$ cat config.mk
export PLATFORM = sky130hd
export DESIGN_NAME = sample_mean_and_std_flat
export DESIGN_NICKNAME = d
export VERILOG_FILES = /design/src/hdl/sms_pkg.sv /design/src/hdl/sms_in_if.sv /design/src/hdl/sms_out_if.sv /design/src/hdl/sms_arith.sv /design/src/hdl/sample_mean_and_std.sv /design/src/flat_wrapper.sv
export SDC_FILE = /design/constraint.sdc
export NUM_CORES = 2
export LEC_CHECK = 0
export BUFFER_PORTS_ARGS = -buffer_cell sky130_fd_sc_hd__buf_4
export CAP_MARGIN = 15
export CORE_ASPECT_RATIO = 0.9
export CORE_MARGIN = 8
export CORE_UTILIZATION = 50
export CTS_BUF_LIST = sky130_fd_sc_hd__clkbuf_4 sky130_fd_sc_hd__clkbuf_8
export CTS_CLUSTER_DIAMETER = 100
export DETAILED_ROUTE_END_ITERATION = 6
export PLACE_DENSITY = 0.67
export SLEW_MARGIN = 0
export SYNTH_ARGS = -nofsm -noshare
export SYNTH_HDL_FRONTEND = slang
export SYNTH_SLANG_ARGS = --single-unit
$ cat constraint.sdc
create_clock -name clk -period 11.65 [get_ports clk]
set_input_delay 0.5825 -clock clk [delete_from_list [all_inputs] [get_ports clk]]
set_output_delay 0.5825 -clock clk [all_outputs]
set_load 0.01 [all_outputs]
$ cat src/hdl/sms_pkg.sv
// Shared types and constants for the sample mean and standard deviation block.
`default_nettype none

package sms_pkg;

  localparam int SAMPLE_W = 16;
  localparam int RESULT_W = 24;
  localparam int STATUS_W = 2;

  localparam logic [STATUS_W-1:0] STATUS_OK      = 2'd0;
  localparam logic [STATUS_W-1:0] STATUS_SINGLE  = 2'd1;
  localparam logic [STATUS_W-1:0] STATUS_DROPPED = 2'd2;

  typedef enum logic [1:0] {
    OP_MUL,
    OP_DIV,
    OP_SQRT
  } op_t;

  typedef struct packed {
    logic start;
    op_t  op;
  } arith_ctrl_t;

endpackage

`default_nettype wire

$ cat src/hdl/sms_in_if.sv
// Sample channel: one sample word with its end-of-set mark.
`default_nettype none

interface sms_in_if;
  import sms_pkg::*;

  logic                valid;
  logic                ready;
  logic [SAMPLE_W-1:0] sample;
  logic                last;

  modport source (output valid, output sample, output last, input ready);
  modport sink (input valid, input sample, input last, output ready);
endinterface

`default_nettype wire

$ cat src/hdl/sms_out_if.sv
// Result channel: mean, standard deviation and status of one closed set.
`default_nettype none

interface sms_out_if;
  import sms_pkg::*;

  logic                valid;
  logic                ready;
  logic [RESULT_W-1:0] mean_q8;
  logic [RESULT_W-1:0] std_q8;
  logic [STATUS_W-1:0] status;

  modport source (output valid, output mean_q8, output std_q8, output status, input ready);
  modport sink (input valid, input mean_q8, input std_q8, input status, output ready);
endinterface

`default_nettype wire

$ cat src/hdl/sms_arith.sv
// Shared bit-serial unit: shift-add multiply, restoring divide and square root.
`default_nettype none

module sms_arith #(
  parameter int W = 70
) (
  input  wire                      clk,
  input  wire                      rst,
  input  wire sms_pkg::arith_ctrl_t ctrl,
  input  wire [$clog2(W+1)-1:0]    steps,
  input  wire [W-1:0]              a,
  input  wire [W-1:0]              b,
  output logic                     done,
  output logic [W-1:0]             result
);
  import sms_pkg::*;

  localparam int SW = $clog2(W+1);

  logic          busy;
  op_t           op_r;
  logic [SW-1:0] cnt;
  logic [W-1:0]  x;
  logic [W-1:0]  y;
  logic [W-1:0]  acc;

  logic [W-1:0]  t_div;
  logic [W-1:0]  t_sqrt;
  logic [W-1:0]  trial;
  logic [W-1:0]  lhs;
  logic [W-1:0]  rhs;
  logic          sub;
  logic [W:0]    sum;
  logic [W-1:0]  diff;
  logic          ge;

  // The dividend and the radicand enter at the top of x and leave it one bit
  // or one bit pair per step; the partial remainder builds up in acc.
  assign t_div  = {acc[W-2:0], x[W-1]};
  assign t_sqrt = {acc[W-3:0], x[W-1:W-2]};
  assign trial  = {y[W-3:0], 2'b01};

  always_comb begin
    case (op_r)
      OP_MUL: begin
        lhs = acc;
        rhs = x;
        sub = 1'b0;
      end
      OP_DIV: begin
        lhs = t_div;
        rhs = y;
        sub = 1'b1;
      end
      OP_SQRT: begin
        lhs = t_sqrt;
        rhs = trial;
        sub = 1'b1;
      end
      default: begin
        lhs = acc;
        rhs = x;
        sub = 1'b0;
      end
    endcase
  end

  assign sum  = {1'b0, lhs} + {1'b0, rhs ^ {W{sub}}} + (W+1)'(sub);
  assign diff = sum[W-1:0];
  assign ge   = sum[W];

  always_ff @(posedge clk) begin
    if (rst) begin
      busy <= 1'b0;
      done <= 1'b0;
    end else begin
      done <= 1'b0;
      if (ctrl.start) begin
        op_r <= ctrl.op;
        x    <= a;
        y    <= (ctrl.op == OP_SQRT) ? '0 : b;
        acc  <= '0;
        cnt  <= steps;
        busy <= 1'b1;
      end else if (busy) begin
        case (op_r)
          OP_MUL: begin
            if (y[0]) begin
              acc <= diff;
            end
            x <= {x[W-2:0], 1'b0};
            y <= {1'b0, y[W-1:1]};
          end
          OP_DIV: begin
            acc <= ge ? diff : t_div;
            x   <= {x[W-2:0], ge};
          end
          OP_SQRT: begin
            acc <= ge ? diff : t_sqrt;
            y   <= {y[W-2:0], ge};
            x   <= {x[W-3:0], 2'b00};
          end
          default: begin
            acc <= acc;
          end
        endcase
        cnt <= cnt - SW'(1);
        if (cnt == SW'(1)) begin
          busy <= 1'b0;
          done <= 1'b1;
        end
      end
    end
  end

  always_comb begin
    case (op_r)
      OP_MUL:  result = acc;
      OP_DIV:  result = x;
      OP_SQRT: result = y;
      default: result = acc;
    endcase
  end

endmodule

`default_nettype wire

$ cat src/hdl/sample_mean_and_std.sv
// Sample mean and sample standard deviation, Q.8, of sets of unsigned samples.
// Samples are taken one per cycle while a set accumulates.
// After the last word of a set, one shared bit-serial unit runs six steps in turn, or
// only the mean divide for a set of one sample. No sample is taken meanwhile.
// Synchronous reset clears the accumulators, the sequencer and the result valid flag.
`default_nettype none

module sample_mean_and_std #(
  parameter int MAX_SAMPLES = 1024,
  parameter int SAMPLE_BITS = 16
) (
  input wire        clk,
  input wire        rst,
  sms_in_if.sink    samples,
  sms_out_if.source results
);
  import sms_pkg::*;

  localparam int XW    = (SAMPLE_BITS >= SAMPLE_W) ? SAMPLE_W : SAMPLE_BITS;
  localparam int CNT_W = $clog2(MAX_SAMPLES + 1);
  localparam int SUM_W = XW + $clog2(MAX_SAMPLES);
  localparam int SQ_W  = 2 * XW + $clog2(MAX_SAMPLES);
  localparam int D_W   = CNT_W + SQ_W;
  localparam int M_W   = 2 * CNT_W;
  localparam int W     = ((D_W + 17) / 2) * 2;
  localparam int SW    = $clog2(W + 1);

  typedef enum logic [2:0] {
    ST_ACCUM,
    ST_DIV_MEAN,
    ST_MUL_NQ,
    ST_MUL_SS,
    ST_MUL_M,
    ST_DIV_STD,
    ST_SQRT,
    ST_OUT
  } state_t;

  state_t state;
  logic   issued;

  logic [CNT_W-1:0] cnt;
  logic [SUM_W-1:0] sum;
  logic [SQ_W-1:0]  sq;
  logic             ovf;

  logic [CNT_W-1:0] n_s;
  logic [SUM_W-1:0] s_s;
  logic [SQ_W-1:0]  q_s;
  logic             ovf_s;

  logic [W-1:0]     nq;
  logic [D_W-1:0]   d;
  logic [M_W-1:0]   m;

  logic [RESULT_W-1:0] mean_r;
  logic [RESULT_W-1:0] std_r;
  logic [STATUS_W-1:0] status_r;
  logic                out_valid;
  logic [RESULT_W-1:0] out_mean;
  logic [RESULT_W-1:0] out_std;
  logic [STATUS_W-1:0] out_status;

  logic [XW-1:0]    x;
  logic [2*XW-1:0]  x_sq;
  logic             keep;
  logic             accept;
  logic [CNT_W-1:0] cnt_next;
  logic [SUM_W-1:0] sum_next;
  logic [SQ_W-1:0]  sq_next;
  logic             ovf_next;

  arith_ctrl_t  ctrl;
  logic [SW-1:0] steps;
  logic [W-1:0]  opa;
  logic [W-1:0]  opb;
  logic          unit_done;
  logic [W-1:0]  unit_res;
  logic          out_free;

  assign x        = samples.sample[XW-1:0];
  assign x_sq     = x * x;
  assign keep     = cnt < CNT_W'(MAX_SAMPLES);
  assign accept   = samples.valid && samples.ready;
  assign cnt_next = keep ? cnt + CNT_W'(1) : cnt;
  assign sum_next = keep ? sum + SUM_W'(x) : sum;
  assign sq_next  = keep ? sq + SQ_W'(x_sq) : sq;
  assign ovf_next = ovf | ~keep;

  assign samples.ready   = (state == ST_ACCUM);
  assign results.valid   = out_valid;
  assign results.mean_q8 = out_mean;
  assign results.std_q8  = out_std;
  assign results.status  = out_status;

  assign out_free = !out_valid || results.ready;

  // Operands for the shared unit. The mean dividend sits at the top of the word.
  always_comb begin
    ctrl.start = 1'b0;
    ctrl.op    = OP_MUL;
    steps      = SW'(1);
    opa        = '0;
    opb        = '0;
    case (state)
      ST_DIV_MEAN: begin
        ctrl.start = !issued;
        ctrl.op    = OP_DIV;
        steps      = SW'(SUM_W + 8);
        opa        = W'(s_s) << (W - SUM_W);
        opb        = W'(n_s);
      end
      ST_MUL_NQ: begin
        ctrl.start = !issued;
        ctrl.op    = OP_MUL;
        steps      = SW'(CNT_W);
        opa        = W'(q_s);
        opb        = W'(n_s);
      end
      ST_MUL_SS: begin
        ctrl.start = !issued;
        ctrl.op    = OP_MUL;
        steps      = SW'(SUM_W);
        opa        = W'(s_s);
        opb        = W'(s_s);
      end
      ST_MUL_M: begin
        ctrl.start = !issued;
        ctrl.op    = OP_MUL;
        steps      = SW'(CNT_W);
        opa        = W'(n_s);
        opb        = W'(n_s - CNT_W'(1));
      end
      ST_DIV_STD: begin
        ctrl.start = !issued;
        ctrl.op    = OP_DIV;
        steps      = SW'(W);
        opa        = W'({d, 16'h0000});
        opb        = W'(m);
      end
      ST_SQRT: begin
        ctrl.start = !issued;
        ctrl.op    = OP_SQRT;
        steps      = SW'(W / 2);
        opa        = nq;
        opb        = '0;
      end
      default: begin
        ctrl.start = 1'b0;
      end
    endcase
  end

  sms_arith #(
    .W (W)
  ) u_arith (
    .clk    (clk),
    .rst    (rst),
    .ctrl   (ctrl),
    .steps  (steps),
    .a      (opa),
    .b      (opb),
    .done   (unit_done),
    .result (unit_res)
  );

  always_ff @(posedge clk) begin
    if (rst) begin
      state     <= ST_ACCUM;
      issued    <= 1'b0;
      cnt       <= '0;
      sum       <= '0;
      sq        <= '0;
      ovf       <= 1'b0;
      out_valid <= 1'b0;
    end else begin
      // In ST_OUT the result register is reloaded below whenever it is taken.
      if (results.valid && results.ready && state != ST_OUT) begin
        out_valid <= 1'b0;
      end
      if (ctrl.start) begin
        issued <= 1'b1;
      end
      case (state)
        ST_ACCUM: begin
          if (accept) begin
            if (samples.last) begin
              n_s   <= cnt_next;
              s_s   <= sum_next;
              q_s   <= sq_next;
              ovf_s <= ovf_next;
              cnt   <= '0;
              sum   <= '0;
              sq    <= '0;
              ovf   <= 1'b0;
              state <= ST_DIV_MEAN;
            end else begin
              cnt <= cnt_next;
              sum <= sum_next;
              sq  <= sq_next;
              ovf <= ovf_next;
            end
          end
        end
        ST_DIV_MEAN: begin
          if (unit_done) begin
            issued <= 1'b0;
            mean_r <= RESULT_W'(unit_res);
            if (n_s < CNT_W'(2)) begin
              std_r    <= '0;
              status_r <= STATUS_SINGLE;
              state    <= ST_OUT;
            end else begin
              status_r <= ovf_s ? STATUS_DROPPED : STATUS_OK;
              state    <= ST_MUL_NQ;
            end
          end
        end
        ST_MUL_NQ: begin
          if (unit_done) begin
            issued <= 1'b0;
            nq     <= unit_res;
            state  <= ST_MUL_SS;
          end
        end
        ST_MUL_SS: begin
          if (unit_done) begin
            issued <= 1'b0;
            d      <= D_W'(nq - unit_res);
            state  <= ST_MUL_M;
          end
        end
        ST_MUL_M: begin
          if (unit_done) begin
            issued <= 1'b0;
            m      <= M_W'(unit_res);
            state  <= ST_DIV_STD;
          end
        end
        ST_DIV_STD: begin
          // The scaled variance is parked in nq until the root is taken.
          if (unit_done) begin
            issued <= 1'b0;
            nq     <= unit_res;
            state  <= ST_SQRT;
          end
        end
        ST_SQRT: begin
          if (unit_done) begin
            issued <= 1'b0;
            std_r  <= RESULT_W'(unit_res);
            state  <= ST_OUT;
          end
        end
        ST_OUT: begin
          if (out_free) begin
            out_valid  <= 1'b1;
            out_mean   <= mean_r;
            out_std    <= std_r;
            out_status <= status_r;
            state      <= ST_ACCUM;
          end
        end
        default: begin
          state <= ST_ACCUM;
        end
      endcase
    end
  end

endmodule

`default_nettype wire

$ cat src/flat_wrapper.sv
// flat-port wrapper written by rule: the top's interface ports become plain ports
module sample_mean_and_std_flat import sms_pkg::*;
#(
  parameter int MAX_SAMPLES = 1024,
  parameter int SAMPLE_BITS = 16
)
  (clk, rst, samples_valid, samples_sample, samples_last, samples_ready, results_valid, results_mean_q8, results_std_q8, results_status, results_ready);
  sms_in_if samples_i ();
  sms_out_if results_i ();
  input wire clk;
  input wire rst;
  input wire logic [$bits(samples_i.valid)-1:0] samples_valid;
  input wire logic [$bits(samples_i.sample)-1:0] samples_sample;
  input wire logic [$bits(samples_i.last)-1:0] samples_last;
  output wire logic [$bits(samples_i.ready)-1:0] samples_ready;
  output wire logic [$bits(results_i.valid)-1:0] results_valid;
  output wire logic [$bits(results_i.mean_q8)-1:0] results_mean_q8;
  output wire logic [$bits(results_i.std_q8)-1:0] results_std_q8;
  output wire logic [$bits(results_i.status)-1:0] results_status;
  input wire logic [$bits(results_i.ready)-1:0] results_ready;
  assign samples_i.valid = samples_valid;
  assign samples_i.sample = samples_sample;
  assign samples_i.last = samples_last;
  assign samples_ready = samples_i.ready;
  assign results_valid = results_i.valid;
  assign results_mean_q8 = results_i.mean_q8;
  assign results_std_q8 = results_i.std_q8;
  assign results_status = results_i.status;
  assign results_i.ready = results_ready;
  sample_mean_and_std #(.MAX_SAMPLES(MAX_SAMPLES), .SAMPLE_BITS(SAMPLE_BITS)) u_core (.clk(clk), .rst(rst), .samples(samples_i), .results(results_i));
endmodule
**Word-level counts from Yosys, hierarchy flattened**

Cells that the tools add are included.

- $add $sub $neg: 8
- Multipliers: 1
- Order comparisons: 2
- Equal/unequal tests: 23
- Multiplexer cells: 56
- Bitwise operators: 5
- Reduce and logical (&&, ||, !) cells: 33

Operator list:

| kind | number |
|---|---|
| 70-bit 2-to-1 mux | 9 |
| 70-bit case mux with 2 select lines | 4 |
| 70-bit case mux with 3 select lines | 2 |
| 70-bit case mux with 6 select lines | 1 |
| 70-bit case mux with 4 select lines | 1 |
| 42-bit 2-to-1 mux | 2 |
| 24-bit 2-to-1 mux | 3 |
| 70-bit by 70-bit adder with 71-bit output | 1 |
| 71-bit by 1-bit adder with 71-bit output | 1 |
| 70-bit bitwise XOR | 1 |
| 53-bit subtractor | 1 |
| 26-bit 2-to-1 mux | 2 |
| 24-bit case mux with 2 select lines | 1 |
| 42-bit by 32-bit adder with 42-bit output | 1 |
| 7-bit case mux with 5 select lines | 1 |
| 16-bit by 16-bit multiplier with 32-bit output | 1 |
| 3-bit 2-to-1 mux | 10 |
| 26-bit by 16-bit adder with 26-bit output | 1 |
| 3-bit case mux with 8 select lines | 1 |
| 11-bit 2-to-1 mux | 2 |
| 3-bit AND reduction | 7 |
| 2-bit inequality test, second input constant | 8 |
| 7-bit 2-to-1 mux | 2 |
| 1-bit 2-to-1 mux | 13 |
| other kinds (33) | 52 |

- Register bits after elaboration: 631
- Input port bits: 21
- Output and inout port bits: 52
- Word-level logic and storage cells: 155

**Depth between registers and ports, before layout**

- Depth in word-level cells: 9
- Depth in mapped cells: 29
- Depth with buffers taken out: 27

**Hierarchy**

Synthesis repeated with hierarchy kept, for this count alone.

- Cells, all modules: 4932
- Area total of the unflattened synthesis: 47212.8 um^2

By module, submodules not included:

| module | times used | cells each | area an instance (um^2) | sequential area each (um^2) |
|---|---|---|---|---|
| sample_mean_and_std | 1 | 2823 | 28891.5 | 11461.0 |
| sms_arith | 1 | 2109 | 18321.3 | 6616.3 |

**Worst setup path after synthesis**

No wires, ideal clock.

- Kind: register to register
- From: register u_core.state[2]
- To: register u_core.u_arith.acc[0] (enable)
- Setup time: 0.440 ns
- Arrival time: 9.088 ns
- Data required time: 11.210 ns
- Path slack: 2.122 ns
- Cell stages (with the launch flop): 10
- Path buffers: 3
- Clock period less this slack: 9.528 ns
- Cells stage by stage: dfxtp_1 clkbuf_1 nor3_1 inv_1 nand2_1 or2_2 clkbuf_1 clkbuf_1 a311oi_1 o31a_1

- Cells in the longest elaborated chain, start to end: 5
- Elaborated cells on any way between the ends: 12
- Classes of those cells: eq/ne (7); mux (1); reduce/logical (4)

RTL lines:

| what | RTL line | RTL |
|---|---|---|
| start: declaration | sample_mean_and_std.sv:39 | `state_t state;` |
| start signal: assignment | sample_mean_and_std.sv:169 | `state <= ST_ACCUM;` |
| start signal: assignment | sample_mean_and_std.sv:196 | `state <= ST_DIV_MEAN;` |
| start signal: assignment | sample_mean_and_std.sv:212 | `state <= ST_OUT;` |
| 3-bit by 1-bit equality test with 1-bit output (tied with other cells) | sample_mean_and_std.sv:105 | `case (state)` |
| 6-bit OR reduction (no line) * | n/a |  |
| 1-bit 2-to-1 mux * | n/a |  |
| 3-bit by 2-bit inequality test with 1-bit output (no line) (tied with other cells) | n/a |  |
| 4-bit AND reduction (no line) * | n/a |  |
| end signal: assignment | sms_arith.sv:89 | `acc <= diff;` |
| end signal: assignment | sms_arith.sv:95 | `acc <= ge ? diff : t_div;` |
| end signal: assignment | sms_arith.sv:99 | `acc <= ge ? diff : t_sqrt;` |
| end: declaration | sms_arith.sv:25 | `logic [W-1:0] acc;` |

Mark *: on every way between the ends. The rest lies on a longest branch, timed or not.
A chain may end at the register's enable or synchronous reset.

**Final worst setup path**

- From: register u_core.u_arith.op_r[0]
- To: register u_core.u_arith.acc[18] (data pin)

- Cells in the longest elaborated chain, start to end: 9
- Elaborated cells on any way between the ends: 15
- Classes of those cells: add/sub (2); eq/ne (2); mux (8); bitwise (1); reduce/logical (2)

RTL lines:

| what | RTL line | RTL |
|---|---|---|
| start: declaration | sms_arith.sv:21 | `op_t op_r;` |
| start signal: assignment | sms_arith.sv:79 | `op_r <= ctrl.op;` |
| 2-bit equality test / 2-bit by 1-bit equality test with 1-bit output (equally long branches) | sms_arith.sv:44, sms_arith.sv:86 |  |
| 2-bit OR reduction (no line) | n/a |  |
| 1-bit 2-to-1 mux | sms_arith.sv:44 | `case (op_r)` |
| 70-bit bitwise XOR | sms_arith.sv:68 | `assign sum = {1'b0, lhs} + {1'b0, rhs ^ {W{sub}}} + (W+1)'(sub);` |
| 70-bit by 70-bit adder with 71-bit output | sms_arith.sv:68 |  |
| 71-bit by 1-bit adder with 71-bit output | sms_arith.sv:68 |  |
| 70-bit 2-to-1 mux (on tied branches) | sms_arith.sv:99, sms_arith.sv:88, sms_arith.sv:95 |  |
| 70-bit case mux with 3 select lines * | sms_arith.sv:86 | `case (op_r)` |
| 70-bit 2-to-1 mux * | sms_arith.sv:85 | `end else if (busy) begin` |

Mark *: on every way between the ends. The rest lies on a longest branch, timed or not. The select of a mux whose other input is x is not followed.

==> flow_summary.json <==
{
  "run_status": "completed",
  "detail_route.wl_per_cell_um": 22.6,
  "grt_max_degree": 231,
  "dp.cells": 6118,
  "hp-start": "samples_valid",
  "final.setup.tns_ns": 0,
  "synth_most_common_cell": "nand2_1",
  "ant_nets": 0,
  "reg2reg_depth": 18,
  "worst-setup-path-type": "flop to flop",
  "nets": 5455,
  "synth_warnings": 0,
  "clock_skew_ns": 0.0427,
  "finalHoldViolCount": 0,
  "timing.rr.start": "u_core.u_arith.op_r[0]",
  "synthDistinctLibCells": 90,
  "holdPathEnd": "u_core.sq[0]",
  "hold_depth": 3,
  "fin_crit_sh_pct": 63.3,
  "drt-pass1-iter-count": 6,
  "r2r_slack_ns": 4.28,
  "slew_viol_final": 0,
  "peakVddDrop_mv": 0.284,
  "worstMarginPinSlew_ns": 1.19,
  "ctsHoldBuffers": 0,
  "yosys.area.top_type_share_pct": 34.9,
  "synth_seq_cells": 631,
  "track_usage_pct": 26.6,
  "syn2layout_area_growth_pct": 7.83,
  "final_layout_size_suffix_gt1_share_pct": 8.25,
  "routed_wirelength_mm": 143,
  "cts_tree": "yes",
  "dp_hpwl_mm": 103,
  "start_kind": "flop",
  "cap_violations": 0,
  "layout_min_cycle_time_ns": 7.37,
  "r2r_end": "u_core.u_arith.acc[18]",
  "cts-root-buf": "clkbuf_8",
  "setup_violations": 0,
  "start_util_pct": 50.4,
  "instances_no_fill": 6307,
  "worst_setup_path_end_kind": "flop",
  "die-width_um": 339,
  "core_area_sq_um": 92800,
  "cts_resized": 0,
  "cp_max_fo": 230,
  "min-delay-path-class": "input pin to flop",
  "io_buffers": 72,
  "clock_latency_ns": 0.76,
  "drcViolationCount": 0,
  "cts_max_path_buffers": 3,
  "fp.dieH_um": 306,
  "fmax_mhz": 136,
  "cts_made_buffers": 105,
  "syn_inst": 5072,
  "drt-vias-per-instance": 6.17,
  "utilization_pct": 54.4,
  "syn-cell-area_sq_um": 46800,
  "postCtsSetupRepairBufs": 0,
  "syn_avg_cell_area_sq_um": 9.23,
  "postSynthNetCount": 5544,
  "synth-edff-count": 544,
  "grt_pass1_vias": 36445,
  "grt_pass1_wl_mm": 220,
  "vias": 38908,
  "p_leak_uw": 0.0206,
  "cp_data_required_time_ns": 12.10,
  "dieArea_sq_um": 104000,
  "path_clk_slew_ns": 0.07,
  "clock_sinks": 631,
  "fill_cells": 8393,
  "antenna_found_initial": 2,
  "multi_input_area_sq_um": 25700,
  "rsz0062_at_grt": "false",
  "core.rowCount": 106,
  "critPathArrivalTime_ns": 7.83,
  "synth_seq_area_share_pct": 38.6,
  "ys_top_cells_by_count": "547 x nand2_1, 544 x edfxtp_1, 524 x inv_1, 419 x nor2_1, 337 x o21ai_0",
  "initialDrtViolationCount": 4799,
  "slew_headroom_pct": 19.7,
  "gp_routability_congestion": 0.951,
  "yosysTopAreaCell": "edfxtp_1",
  "synth_area_leaders": "edfxtp_1 35%, fa_1 8.5%, ha_1 6.8%",
  "power_density_nw_per_um2": 203,
  "regArea_sq_um": 18100,
  "num_io_pins": 73,
  "synthFlopType": "edfxtp_1",
  "cts_max_level": 3,
  "grt_overflow": 0,
  "ys_async_sr_fraction_pct": 0
}
state kept, by name (all words and copies together) (netlist names), 2 cells and up, named ones only:
| register | count |
|---|---|
| u_core.nq | 70 |
| u_core.u_arith.acc | 70 |
| u_core.u_arith.x | 70 |
| u_core.u_arith.y | 70 |
| u_core.d | 53 |
| u_core.q_s | 42 |
| u_core.sq | 42 |
| u_core.s_s | 26 |
| u_core.sum | 26 |
| u_core.mean_r | 24 |
| u_core.results.mean_q8 | 24 |
| u_core.results.std_q8 | 24 |
| u_core.std_r | 24 |
| u_core.m | 22 |
| u_core.cnt | 11 |
| u_core.n_s | 11 |
| u_core.u_arith.cnt | 7 |
| u_core.state | 3 |
| u_core.results.status | 2 |
| u_core.status_r | 2 |
| u_core.u_arith.op_r | 2 |
layout make-up:
cell class / instances / area share (%)
clock inverter: 53 / 0.964
multi-input combinational: 3596 / 50.9
antenna: 1 / 0.00496
inverter: 526 / 3.91
timing repair buffer: 123 / 1.88
clock buffer: 135 / 3.46
sequential: 631 / 35.8
tap: 1242 / 3.08
metal layers:
metal  up-vias  GRT usage (%)  wire, um
li1      17926              -         -
met1     18892           39.9     64000
met2      1884           39.2     60600
met3       206           4.54     14200
met4         0           7.86      3900
met5         -              0         0
logic make-up after synthesis:
logic type / synth area share [%]
xor gates and xnor gates: 3.84
buffers and inverters: 6.88
adders and majority gates: 15.2
DFF: 38.6
and+or+nand+nor: 13.7
AOI/OAI and AO/OA: 20.5
muxes: 1.23
power breakdown:
part	switching, uW	total [uW]	internal [uW]
Sequential	115	2900	2790
Clock	972	2130	1160
Combinational	3130	5200	2070
Total	4210	10200	6020
worst max path at each step:
stage                        endpoint  depth (start not counted)                    from  slack, ns
6_report       u_core.u_arith.acc[18]                         18  u_core.u_arith.op_r[0]       4.28
5_1_grt        u_core.u_arith.acc[67]                         19  u_core.u_arith.op_r[0]       3.88
4_1_cts        u_core.u_arith.acc[67]                         19  u_core.u_arith.op_r[0]       4.54
3_5_place_dp            u_core.sq[41]                         24      samples_sample[12]       4.34
3_3_place_gp            u_core.sq[41]                         24      samples_sample[12]       4.41
2_1_floorplan   u_core.u_arith.acc[0]                          9         u_core.state[2]       2.12
through the flow:
| stage | worst slack, ns | hold WS [ns] | cell area [sq um] | total power [uW] |
|---|---|---|---|---|
| 2_1_floorplan | 2.12 | 0.400 | 46800 | 6820 |
| 3_3_place_gp | 4.41 | 0.403 | 48200 | 8000 |
| 3_5_place_dp | 4.34 | 0.405 | 48200 | 8060 |
| 4_1_cts | 4.54 | 0.183 | 50500 | 10200 |
| 5_1_grt | 3.88 | 0.223 | 50500 | 11000 |
| 6_report | 4.28 | 0.241 | 50500 | 10200 |
critical path: stages, from the launching register on:
cell,delay (ns)
edfxtp_1,0.41
inv_1,0.13
ha_4,0.42
buf_4,0.74
buf_12,0.54
o21ai_0,0.33
ha_1,0.51
nand4_1,0.22
or2_1,0.28
a21oi_1,0.13
nor4_1,0.07
o31ai_1,0.49
a21oi_2,0.14
o31ai_4,0.78
buf_4,0.61
nor2_4,0.07
buf_4,0.33
o21ai_0,0.29
a31oi_1,0.07
layout by cell type (no fill, tap or decap), drive strengths merged, types with 28 or more instances in the layout:
master	netlist	routed
nand2	547	547
edfxtp	544	544
inv	524	528
nor2	419	419
o21ai	348	348
a21oi	303	303
ha	253	253
fa	198	198
a31oi	167	167
a221oi	154	154
clkbuf	271	135
a21o	129	129
buf	48	123
xnor2	118	118
nand3	114	114
a22oi	93	93
xor2	87	87
dfxtp	87	87
nand2b	81	81
nand4	56	56
and2	55	55
a22o	49	49
clkinv	2	41
nor3	40	40
nor2b	37	37
mux2	29	29
a211oi	28	28
Note: power is estimated with default switching activity, not from simulation.
